$ cat config.mk
export PLATFORM = sky130hd
export DESIGN_NAME = multi_channel_pwm_timer_flat
export DESIGN_NICKNAME = d
export VERILOG_FILES = /design/src/hdl/mcpt_pkg.sv /design/src/hdl/mcpt_if.sv /design/src/hdl/mcpt_channel.sv /design/src/hdl/multi_channel_pwm_timer.sv /design/src/flat_wrapper.sv
export SDC_FILE = /design/constraint.sdc
export NUM_CORES = 2
export LEC_CHECK = 0
export ABC_AREA = 1
export BUFFER_PORTS_ARGS = -buffer_cell sky130_fd_sc_hd__buf_2
export CAP_MARGIN = 20
export CELL_PAD_IN_SITES_DETAIL_PLACEMENT = 1
export CELL_PAD_IN_SITES_GLOBAL_PLACEMENT = 1
export CORE_MARGIN = 4
export CORE_UTILIZATION = 46
export DETAILED_ROUTE_END_ITERATION = 6
export MAX_ROUTING_LAYER = met4
export PLACE_DENSITY_LB_ADDON = 0.1
export SYNTH_ARGS = -nofsm -noshare
export SYNTH_HDL_FRONTEND = slang
export SYNTH_HIERARCHICAL = 1
export SYNTH_SLANG_ARGS = --single-unit
$ cat constraint.sdc
create_clock -name i_clk -period 3.9 [get_ports i_clk]
set_clock_uncertainty 0.1 [all_clocks]
set_input_delay 0.78 -clock i_clk [delete_from_list [all_inputs] [get_ports i_clk]]
set_output_delay 0.78 -clock i_clk [all_outputs]
set_load 0.1 [all_outputs]
$ cat src/hdl/mcpt_pkg.sv
package mcpt_pkg;

    localparam int NUM_CHANNELS = 4;
    localparam int DATA_W       = 32;
    localparam int STATUS_W     = 8;
    localparam int DONE_LSB     = 4;

    typedef enum logic [1:0] {
        MODE_TICK  = 2'd0,
        MODE_READ  = 2'd1,
        MODE_WRITE = 2'd2,
        MODE_NONE  = 2'd3
    } t_mode;

    typedef enum logic [2:0] {
        SEL_CTRL   = 3'd0,
        SEL_PERIOD = 3'd1,
        SEL_DUTY   = 3'd2,
        SEL_COUNT  = 3'd3,
        SEL_GLOBAL = 3'd4
    } t_sel;

    typedef struct packed {
        logic [1:0]        mode;
        logic [1:0]        channel;
        logic [2:0]        reg_sel;
        logic [DATA_W-1:0] wdata;
    } t_item;

    typedef struct packed {
        logic              tick;
        logic              wr_ctrl;
        logic              wr_period;
        logic              wr_duty;
        logic              wr_count;
        logic [DATA_W-1:0] wdata;
    } t_chan_cmd;

    typedef struct packed {
        logic [DATA_W-1:0] ctrl;
        logic [DATA_W-1:0] period;
        logic [DATA_W-1:0] duty;
        logic [DATA_W-1:0] count;
        logic              done;
    } t_chan_stat;

endpackage

$ cat src/hdl/mcpt_if.sv
interface mcpt_in_if;
    logic       valid;
    logic       ready;
    logic [1:0] mode;
    logic [1:0] channel;
    logic [2:0] reg_sel;
    logic [31:0] wdata;

    modport source (output valid, output mode, output channel, output reg_sel,
                    output wdata, input ready);
    modport sink (input valid, input mode, input channel, input reg_sel,
                  input wdata, output ready);
endinterface

interface mcpt_out_if;
    logic        valid;
    logic        ready;
    logic [31:0] rdata;
    logic        irq;

    modport source (output valid, output rdata, output irq, input ready);
    modport sink (input valid, input rdata, input irq, output ready);
endinterface

$ cat src/hdl/mcpt_channel.sv
module mcpt_channel (
    input  logic                   i_clk,
    input  logic                   i_rst_n,
    input  mcpt_pkg::t_chan_cmd    i_cmd,
    output mcpt_pkg::t_chan_stat   o_stat
);

    logic [mcpt_pkg::DATA_W-1:0] r_ctrl;
    logic [mcpt_pkg::DATA_W-1:0] r_period;
    logic [mcpt_pkg::DATA_W-1:0] r_duty;
    logic [mcpt_pkg::DATA_W-1:0] r_count;
    logic [mcpt_pkg::DATA_W-1:0] n_count;
    logic [mcpt_pkg::DATA_W-1:0] count_inc;
    logic                        done;

    assign count_inc = r_count + mcpt_pkg::DATA_W'(1);

    always_comb begin
        n_count = r_count;
        done    = 1'b0;
        if (i_cmd.tick && r_ctrl[0]) begin
            if (r_period == '0) begin
                n_count = '0;
            end else if (count_inc >= r_period) begin
                // period reached: wrap and flag
                n_count = '0;
                done    = 1'b1;
            end else begin
                n_count = count_inc;
            end
        end else if (i_cmd.wr_count) begin
            n_count = i_cmd.wdata;
        end
    end

    always_ff @(posedge i_clk) begin
        if (!i_rst_n) begin
            r_ctrl   <= '0;
            r_period <= '0;
            r_duty   <= '0;
            r_count  <= '0;
        end else begin
            if (i_cmd.wr_ctrl) begin
                r_ctrl <= i_cmd.wdata;
            end
            if (i_cmd.wr_period) begin
                r_period <= i_cmd.wdata;
            end
            if (i_cmd.wr_duty) begin
                r_duty <= i_cmd.wdata;
            end
            r_count <= n_count;
        end
    end

    assign o_stat.ctrl   = r_ctrl;
    assign o_stat.period = r_period;
    assign o_stat.duty   = r_duty;
    assign o_stat.count  = r_count;
    assign o_stat.done   = done;

endmodule

$ cat src/hdl/multi_channel_pwm_timer.sv
// Four-channel PWM timer with a bus-style transaction interface.
// Input channel i_in carries one transaction per item: a tick (advance all
// enabled channel counters), a register read, a register write or nothing
// (MODE_NONE), selected by mode, with channel, reg_sel and wdata. Output
// channel o_out returns one transaction per input item: rdata (read data,
// else zero) and irq (OR of the sticky done bits after that item).
// Each input item is captured in an input register and processed when it
// advances to the output register; the channel registers, the done bits and
// the output register all update together on that edge. Output valid comes
// from the output register, which lies behind the input register;
// throughput is one item per cycle while the output is not stalled, set by
// the compare-and-increment of each channel counter.
// Reset (i_rst_n low, synchronous) clears all channel registers, counters,
// done bits and the valid flags of both pipeline registers.
// When the receiver holds o_out.ready low, the output transaction holds,
// the captured item waits in the input register, and i_in.ready drops once
// both registers are full; no state changes until the output drains.
module multi_channel_pwm_timer (
    input  logic              i_clk,
    input  logic              i_rst_n,
    mcpt_in_if.sink           i_in,
    mcpt_out_if.source        o_out
);

    localparam int NCH = mcpt_pkg::NUM_CHANNELS;

    mcpt_pkg::t_item              r_s1;
    logic                         r_s1_valid;
    logic [mcpt_pkg::DATA_W-1:0]  r_rdata;
    logic                         r_irq;
    logic                         r_out_valid;
    logic [NCH-1:0]               r_done;
    logic [NCH-1:0]               n_done;

    logic                         s1_adv;
    logic                         is_tick;
    logic                         is_read;
    logic                         is_write;
    logic [mcpt_pkg::STATUS_W-1:0] global_stat;
    logic [mcpt_pkg::DATA_W-1:0]  rd;

    mcpt_pkg::t_chan_cmd          chan_cmd  [NCH];
    mcpt_pkg::t_chan_stat         chan_stat [NCH];

    assign s1_adv     = r_s1_valid && (!r_out_valid || o_out.ready);
    assign i_in.ready = !r_s1_valid || s1_adv;

    assign is_tick  = mcpt_pkg::t_mode'(r_s1.mode) == mcpt_pkg::MODE_TICK;
    assign is_read  = mcpt_pkg::t_mode'(r_s1.mode) == mcpt_pkg::MODE_READ;
    assign is_write = mcpt_pkg::t_mode'(r_s1.mode) == mcpt_pkg::MODE_WRITE;

    for (genvar k = 0; k < NCH; k++) begin : g_chan
        logic wr_sel;
        assign wr_sel = s1_adv && is_write && (r_s1.channel == 2'(k));

        assign chan_cmd[k].tick      = s1_adv && is_tick;
        assign chan_cmd[k].wr_ctrl   = wr_sel &&
            (mcpt_pkg::t_sel'(r_s1.reg_sel) == mcpt_pkg::SEL_CTRL);
        assign chan_cmd[k].wr_period = wr_sel &&
            (mcpt_pkg::t_sel'(r_s1.reg_sel) == mcpt_pkg::SEL_PERIOD);
        assign chan_cmd[k].wr_duty   = wr_sel &&
            (mcpt_pkg::t_sel'(r_s1.reg_sel) == mcpt_pkg::SEL_DUTY);
        assign chan_cmd[k].wr_count  = wr_sel &&
            (mcpt_pkg::t_sel'(r_s1.reg_sel) == mcpt_pkg::SEL_COUNT);
        assign chan_cmd[k].wdata     = r_s1.wdata;

        mcpt_channel u_chan (
            .i_clk   (i_clk),
            .i_rst_n (i_rst_n),
            .i_cmd   (chan_cmd[k]),
            .o_stat  (chan_stat[k])
        );
    end

    // enable mirror in the low nibble, done bits above it
    always_comb begin
        global_stat = '0;
        for (int k = 0; k < NCH; k++) begin
            global_stat[k]                     = chan_stat[k].ctrl[0];
            global_stat[mcpt_pkg::DONE_LSB + k] = r_done[k];
        end
    end

    always_comb begin
        n_done = r_done;
        for (int k = 0; k < NCH; k++) begin
            if (chan_stat[k].done) begin
                n_done[k] = 1'b1;
            end
        end
        // write-1-to-clear on the global register
        if (s1_adv && is_write &&
            mcpt_pkg::t_sel'(r_s1.reg_sel) == mcpt_pkg::SEL_GLOBAL) begin
            for (int k = 0; k < NCH; k++) begin
                if (r_s1.wdata[mcpt_pkg::DONE_LSB + k]) begin
                    n_done[k] = 1'b0;
                end
            end
        end
    end

    always_comb begin
        rd = '0;
        if (is_read) begin
            case (mcpt_pkg::t_sel'(r_s1.reg_sel))
                mcpt_pkg::SEL_GLOBAL: begin
                    rd = mcpt_pkg::DATA_W'(global_stat);
                end
                mcpt_pkg::SEL_CTRL: begin
                    for (int k = 0; k < NCH; k++) begin
                        if (r_s1.channel == 2'(k)) rd = chan_stat[k].ctrl;
                    end
                end
                mcpt_pkg::SEL_PERIOD: begin
                    for (int k = 0; k < NCH; k++) begin
                        if (r_s1.channel == 2'(k)) rd = chan_stat[k].period;
                    end
                end
                mcpt_pkg::SEL_DUTY: begin
                    for (int k = 0; k < NCH; k++) begin
                        if (r_s1.channel == 2'(k)) rd = chan_stat[k].duty;
                    end
                end
                mcpt_pkg::SEL_COUNT: begin
                    for (int k = 0; k < NCH; k++) begin
                        if (r_s1.channel == 2'(k)) rd = chan_stat[k].count;
                    end
                end
                default: begin
                    rd = '0;
                end
            endcase
        end
    end

    always_ff @(posedge i_clk) begin
        if (!i_rst_n) begin
            r_s1_valid  <= 1'b0;
            r_out_valid <= 1'b0;
            r_done      <= '0;
        end else begin
            if (i_in.ready) begin
                r_s1_valid <= i_in.valid;
            end
            if (s1_adv) begin
                r_out_valid <= 1'b1;
            end else if (o_out.ready) begin
                r_out_valid <= 1'b0;
            end
            r_done <= n_done;
        end
    end

    always_ff @(posedge i_clk) begin
        if (i_in.ready && i_in.valid) begin
            r_s1.mode    <= i_in.mode;
            r_s1.channel <= i_in.channel;
            r_s1.reg_sel <= i_in.reg_sel;
            r_s1.wdata   <= i_in.wdata;
        end
        if (s1_adv) begin
            r_rdata <= rd;
            r_irq   <= |n_done;
        end
    end

    assign o_out.valid = r_out_valid;
    assign o_out.rdata = r_rdata;
    assign o_out.irq   = r_irq;

`ifndef NO_ASSERTIONS
    a_irq_tracks_done: assert property (@(posedge i_clk) disable iff (!i_rst_n)
        r_out_valid |-> (r_irq == (|r_done)))
        else $error("irq does not match done bits");

    a_stall_holds_done: assert property (@(posedge i_clk) disable iff (!i_rst_n)
        (r_out_valid && !o_out.ready) |=> $stable(r_done))
        else $error("done bits changed while output stalled");

    a_invalid_read_zero: assert property (@(posedge i_clk) disable iff (!i_rst_n)
        (s1_adv && is_read && (r_s1.reg_sel > 3'(mcpt_pkg::SEL_GLOBAL)))
        |=> (r_rdata == '0))
        else $error("invalid selector read returned nonzero data");
`endif

endmodule
$ cat src/flat_wrapper.sv
// flat-port wrapper written by rule: the top's interface ports become plain ports
module multi_channel_pwm_timer_flat 
  (i_clk, i_rst_n, i_in_valid, i_in_mode, i_in_channel, i_in_reg_sel, i_in_wdata, i_in_ready, o_out_valid, o_out_rdata, o_out_irq, o_out_ready);
  mcpt_in_if i_in_i ();
  mcpt_out_if o_out_i ();
  input  logic i_clk;
  input  logic i_rst_n;
  input wire logic [$bits(i_in_i.valid)-1:0] i_in_valid;
  input wire logic [$bits(i_in_i.mode)-1:0] i_in_mode;
  input wire logic [$bits(i_in_i.channel)-1:0] i_in_channel;
  input wire logic [$bits(i_in_i.reg_sel)-1:0] i_in_reg_sel;
  input wire logic [$bits(i_in_i.wdata)-1:0] i_in_wdata;
  output wire logic [$bits(i_in_i.ready)-1:0] i_in_ready;
  output wire logic [$bits(o_out_i.valid)-1:0] o_out_valid;
  output wire logic [$bits(o_out_i.rdata)-1:0] o_out_rdata;
  output wire logic [$bits(o_out_i.irq)-1:0] o_out_irq;
  input wire logic [$bits(o_out_i.ready)-1:0] o_out_ready;
  assign i_in_i.valid = i_in_valid;
  assign i_in_i.mode = i_in_mode;
  assign i_in_i.channel = i_in_channel;
  assign i_in_i.reg_sel = i_in_reg_sel;
  assign i_in_i.wdata = i_in_wdata;
  assign i_in_ready = i_in_i.ready;
  assign o_out_valid = o_out_i.valid;
  assign o_out_rdata = o_out_i.rdata;
  assign o_out_irq = o_out_i.irq;
  assign o_out_i.ready = o_out_ready;
  multi_channel_pwm_timer u_core (.i_clk(i_clk), .i_rst_n(i_rst_n), .i_in(i_in_i), .o_out(o_out_i));
endmodule
==> insert_results.sql <==
INSERT INTO impl_metrics (metric_group, metric, value, unit) VALUES
('logic_synthesis', 'ys_seq_area_share', '35.6', '%'),
('run_status', 'outcome', 'complete, no violations', ''),
('logic_synthesis', 'cell_with_the_most_instances_after_synthesis', 'sky130_fd_sc_hd__nor2_1', ''),
('clocking', 'max-clock-path-buffers', '3', ''),
('setup_path', 'worstSetupStartpointType', 'flop', ''),
('drt', 'post_drt_wl_per_cell', '25.1', 'um'),
('layout', 'layout.nets', '5647', ''),
('floorplanning', 'pin_count', '78', ''),
('clocking', 'clkTransAtPathRegs', '60', 'ps'),
('grt', 'grt_use_total', '40.6', '%'),
('clocking', 'worstSkewPairLatency', '650', 'ps'),
('setup_path', 'timing.rr.start', 'u_core/g_chan[0].u_chan/r_count[0]', ''),
('logic_synthesis', 'netlist_top_cells_count', 'sky130_fd_sc_hd__nor2_1 (1184), sky130_fd_sc_hd__nand2_1 (1022), sky130_fd_sc_hd__o21ai_0 (719)', ''),
('setup_path', 'regToRegEndpoint', 'u_core/o_out.irq', ''),
('floorplanning', 'die-width', '285', 'um'),
('logic_synthesis', 'postSynth.asyncResetShare', '0', '%'),
('logic_synthesis', 'synth.area.top_cells', 'sky130_fd_sc_hd__dfxtp_1 (29%), sky130_fd_sc_hd__nor2_1 (13%), sky130_fd_sc_hd__nand2_1 (11%), sky130_fd_sc_hd__o21ai_0 (10%), sky130_fd_sc_hd__edfxtp_1 (6.1%)', ''),
('placed_design', 'number_of_buffer_cells_added_on_primary_ports', '77', ''),
('clocking', 'cts-htree-levels', '3', ''),
('sta', 'clock.fmax', '0.285', 'GHz'),
('logic_synthesis', 'mappedNetlistNets', '5657', ''),
('pwr', 'vdd_ir_drop_max', '0.400', 'mV'),
('clocking', 'clockRootBuffer', 'sky130_fd_sc_hd__clkbuf_16', ''),
('drt', 'finalWirelength', '164000', 'um'),
('logic_synthesis', 'netlist.area_leader.share', '29.5', '%'),
('layout', 'area_growth_syn_to_layout', '11.8', '%'),
('setup_path', 'reg2reg_slack', '390', 'ps'),
('drt', 'drc', '0', ''),
('placed_design', 'dpl_worst_slack', '447', 'ps'),
('clocking', 'resize_count_post_cts', '0', ''),
('pwr', 'power_density', '383', 'nW/um2'),
('clocking', 'cts-buffers-inserted', '73', ''),
('logic_synthesis', 'synth_edf_count', '72', ''),
('sta', 'finalSetupTns', '0', 'ps'),
('sta', 'worst_pin_slew', '1080', 'ps'),
('floorplanning', 'overall_die_area', '81000', 'um2'),
('pwr', 'p_leak', '17.3', 'nW'),
('grt', 'grt_antenna_before_repair', '9', ''),
('setup_path', 'cp_max_fo', '8', ''),
('setup_path', 'crit_path_end_kind', 'flop', ''),
('clocking', 'numClockSinks', '590', ''),
('setup_path', 'required', '4200', 'ps'),
('logic_synthesis', 'synth.yosys.warnings', '6', ''),
('logic_synthesis', 'post_synth_instance_area', '35200', 'um2'),
('drt', 'detail_route.iter0.violations', '4371', ''),
('sta', 'timing.final.crit_period', '3510', 'ps'),
('floorplanning', 'start_util', '46.4', '%'),
('floorplanning', 'floorplan.rows', '101', ''),
('logic_synthesis', 'synth.avg_cell_area', '6.42', 'um2'),
('setup_path', 'critical_path_class', 'reg2reg', ''),
('sta', 'rsz_0062_raised_after_global_routing', 'no', ''),
('worst_hold_path', 'hold_path.class', 'in2reg', ''),
('sta', 'maxSlewViolCount', '0', ''),
('sta', 'max-slew-margin-rel', '27.3', '%'),
('sta', 'pnr_worst_setup_slack', '390', 'ps'),
('grt', 'overflow', '0', ''),
('grt', 'number_of_global_route_vias_before_repair', '36700', ''),
('clocking', 'post_cts.repair.setup_buffers', '0', ''),
('logic_synthesis', 'ys_seq_elements', '590', ''),
('logic_synthesis', 'netlist-cell-type-count', '35', ''),
('drt', 'final_antenna_net_count', '0', ''),
('placed_design', 'gp_congestion', '1.02', ''),
('floorplanning', 'coreArea', '75800', 'um2'),
('setup_path', 'timing.critical_path.to', 'u_core/o_out.irq', ''),
('logic_synthesis', 'synth_cells', '5482', ''),
('clocking', 'cts_tree', 'done', ''),
('sta', 'hold_viol', '0', ''),
('layout', 'fillCellCount', '10200', ''),
('logic_synthesis', 'ys_dominant_reg_cell', 'sky130_fd_sc_hd__dfxtp_1', ''),
('grt', 'grt_pass1_wl', '242000', 'um'),
('layout', 'layout.core_utilization', '51.9', '%');
## report_power, final
| part | total (W) | switching (W) | internal [W] |
|---|---|---|---|
| combinational | 0.00130 | 0.00104 | 0.000262 |
| clock | 0.00746 | 0.00304 | 0.00442 |
| sequential | 0.00629 | 0.0000903 | 0.00620 |
| total | 0.0151 | 0.00417 | 0.0109 |
## how the worst min path moves through the flow
stage	startpoint	end	slack, ps	depth (start not counted)
after floorplan	u_core/g_chan[2].u_chan/r_ctrl[19]	u_core/g_chan[2].u_chan/r_ctrl[19]	350	2
after global placement	u_core/g_chan[1].u_chan/r_duty[27]	u_core/g_chan[1].u_chan/r_duty[27]	370	2
after detailed placement	u_core/g_chan[1].u_chan/r_ctrl[16]	u_core/g_chan[1].u_chan/r_ctrl[16]	370	2
after CTS	i_in_wdata[2]	u_core/chan_cmd[2]	180	1
after global routing	i_in_wdata[13]	u_core/chan_cmd[13]	190	1
final	i_in_wdata[0]	u_core/chan_cmd[0]	210	1
## layout by cell type, fill, tap and decap left out, types with 8 or more instances in the layout
cell / n
sky130_fd_sc_hd__nor2_2: 53
sky130_fd_sc_hd__clkinv_1: 8
sky130_fd_sc_hd__nand2_1: 1022
sky130_fd_sc_hd__buf_2: 76
sky130_fd_sc_hd__buf_12: 11
sky130_fd_sc_hd__clkbuf_8: 9
sky130_fd_sc_hd__nand4_1: 27
sky130_fd_sc_hd__buf_4: 113
sky130_fd_sc_hd__nand2_2: 36
sky130_fd_sc_hd__clkbuf_16: 75
sky130_fd_sc_hd__or2_2: 56
sky130_fd_sc_hd__a21oi_1: 314
sky130_fd_sc_hd__edfxtp_1: 72
sky130_fd_sc_hd__nand3_1: 367
sky130_fd_sc_hd__inv_2: 12
sky130_fd_sc_hd__diode_2: 23
sky130_fd_sc_hd__xor2_1: 32
sky130_fd_sc_hd__nor2_4: 43
sky130_fd_sc_hd__inv_1: 537
sky130_fd_sc_hd__bufinv_16: 10
sky130_fd_sc_hd__or2_1: 17
sky130_fd_sc_hd__o21ai_0: 719
sky130_fd_sc_hd__nor2_1: 1176
sky130_fd_sc_hd__clkinv_2: 12
sky130_fd_sc_hd__clkbuf_1: 16
sky130_fd_sc_hd__dfxtp_1: 518
sky130_fd_sc_hd__xnor2_1: 12
sky130_fd_sc_hd__o21ai_1: 11
sky130_fd_sc_hd__ha_1: 132
## flip-flops by register name (all words and copies together), names as in the netlist
register	flops
u_core/chan_cmd	32
u_core/g_chan.u_chan/r_count	128
u_core/g_chan.u_chan/r_ctrl	128
u_core/g_chan.u_chan/r_duty	128
u_core/g_chan.u_chan/r_period	128
u_core/o_out.irq	1
u_core/o_out.rdata	32
u_core/o_out.valid	1
u_core/r_done	4
u_core/r_s1	7
u_core/r_s1_valid	1
## layout make-up
type                       instances  area [um2]  area share, %
antenna                           23        57.6          0.146
timing repair buffer             204        1530           3.90
inverter                         553        2080           5.28
clock buffer                     100        2060           5.24
tap                              978        1220           3.11
sequential                       590       12500           31.9
multi-input combinational       4050       19300           49.1
clock inverter                    36         529           1.35
## critical path: stages, from the launching register on
cell and delay, ps:
sky130_fd_sc_hd__dfxtp_1 530, sky130_fd_sc_hd__nand3_1 280, sky130_fd_sc_hd__inv_2 130, sky130_fd_sc_hd__nand2_4 120, sky130_fd_sc_hd__nor2_4 160, sky130_fd_sc_hd__xor2_1 270
sky130_fd_sc_hd__inv_1 100, sky130_fd_sc_hd__ha_1 300, sky130_fd_sc_hd__a21oi_1 130, sky130_fd_sc_hd__o21ai_0 90, sky130_fd_sc_hd__a21oi_1 130, sky130_fd_sc_hd__nand2_1 80
sky130_fd_sc_hd__nand2_1 80, sky130_fd_sc_hd__a21oi_1 70, sky130_fd_sc_hd__buf_4 160, sky130_fd_sc_hd__or2_2 270, sky130_fd_sc_hd__nand2_1 100, sky130_fd_sc_hd__nand2_1 60
sky130_fd_sc_hd__inv_1 50, sky130_fd_sc_hd__nand2_1 40
## stage by stage
stage                     power [W]  instance area [um2]  instances  hold slack [ps]
after floorplan             0.00707                35200       5482              354
after global placement      0.00766                36600       6371              368
after detailed placement    0.00766                36600       6372              375
after CTS                    0.0151                39200       6508              180
after global routing         0.0154                39300       6518              187
final                        0.0151                39300       6534              208
## cells by family (layout without fill, tap and decap cells)
logic type                 count (synthesis)  after routing  share of synthesized area (%)
DFF                                      590            590                           35.6
buffers and inverters                    842            893                           9.62
adders and majority gates                132            132                           4.69
other                                      0             23                              0
xor gates and xnor gates                  44             44                           1.10
and+or+nand+nor                         2814           2814                           33.7
AOI/OAI and AO/OA                       1060           1060                           15.2
## metal layers
layer / up-vias / share of wire, % / global-route usage, %
met5: - / 0 / -
met4: 0 / 4.6 / 17.2
met3: 309 / 9.4 / 6.90
met2: 1721 / 42 / 58.8
met1: 18500 / 44 / 55.8
li1: 17500 / - / -
Power figures use the tool's default switching activity.
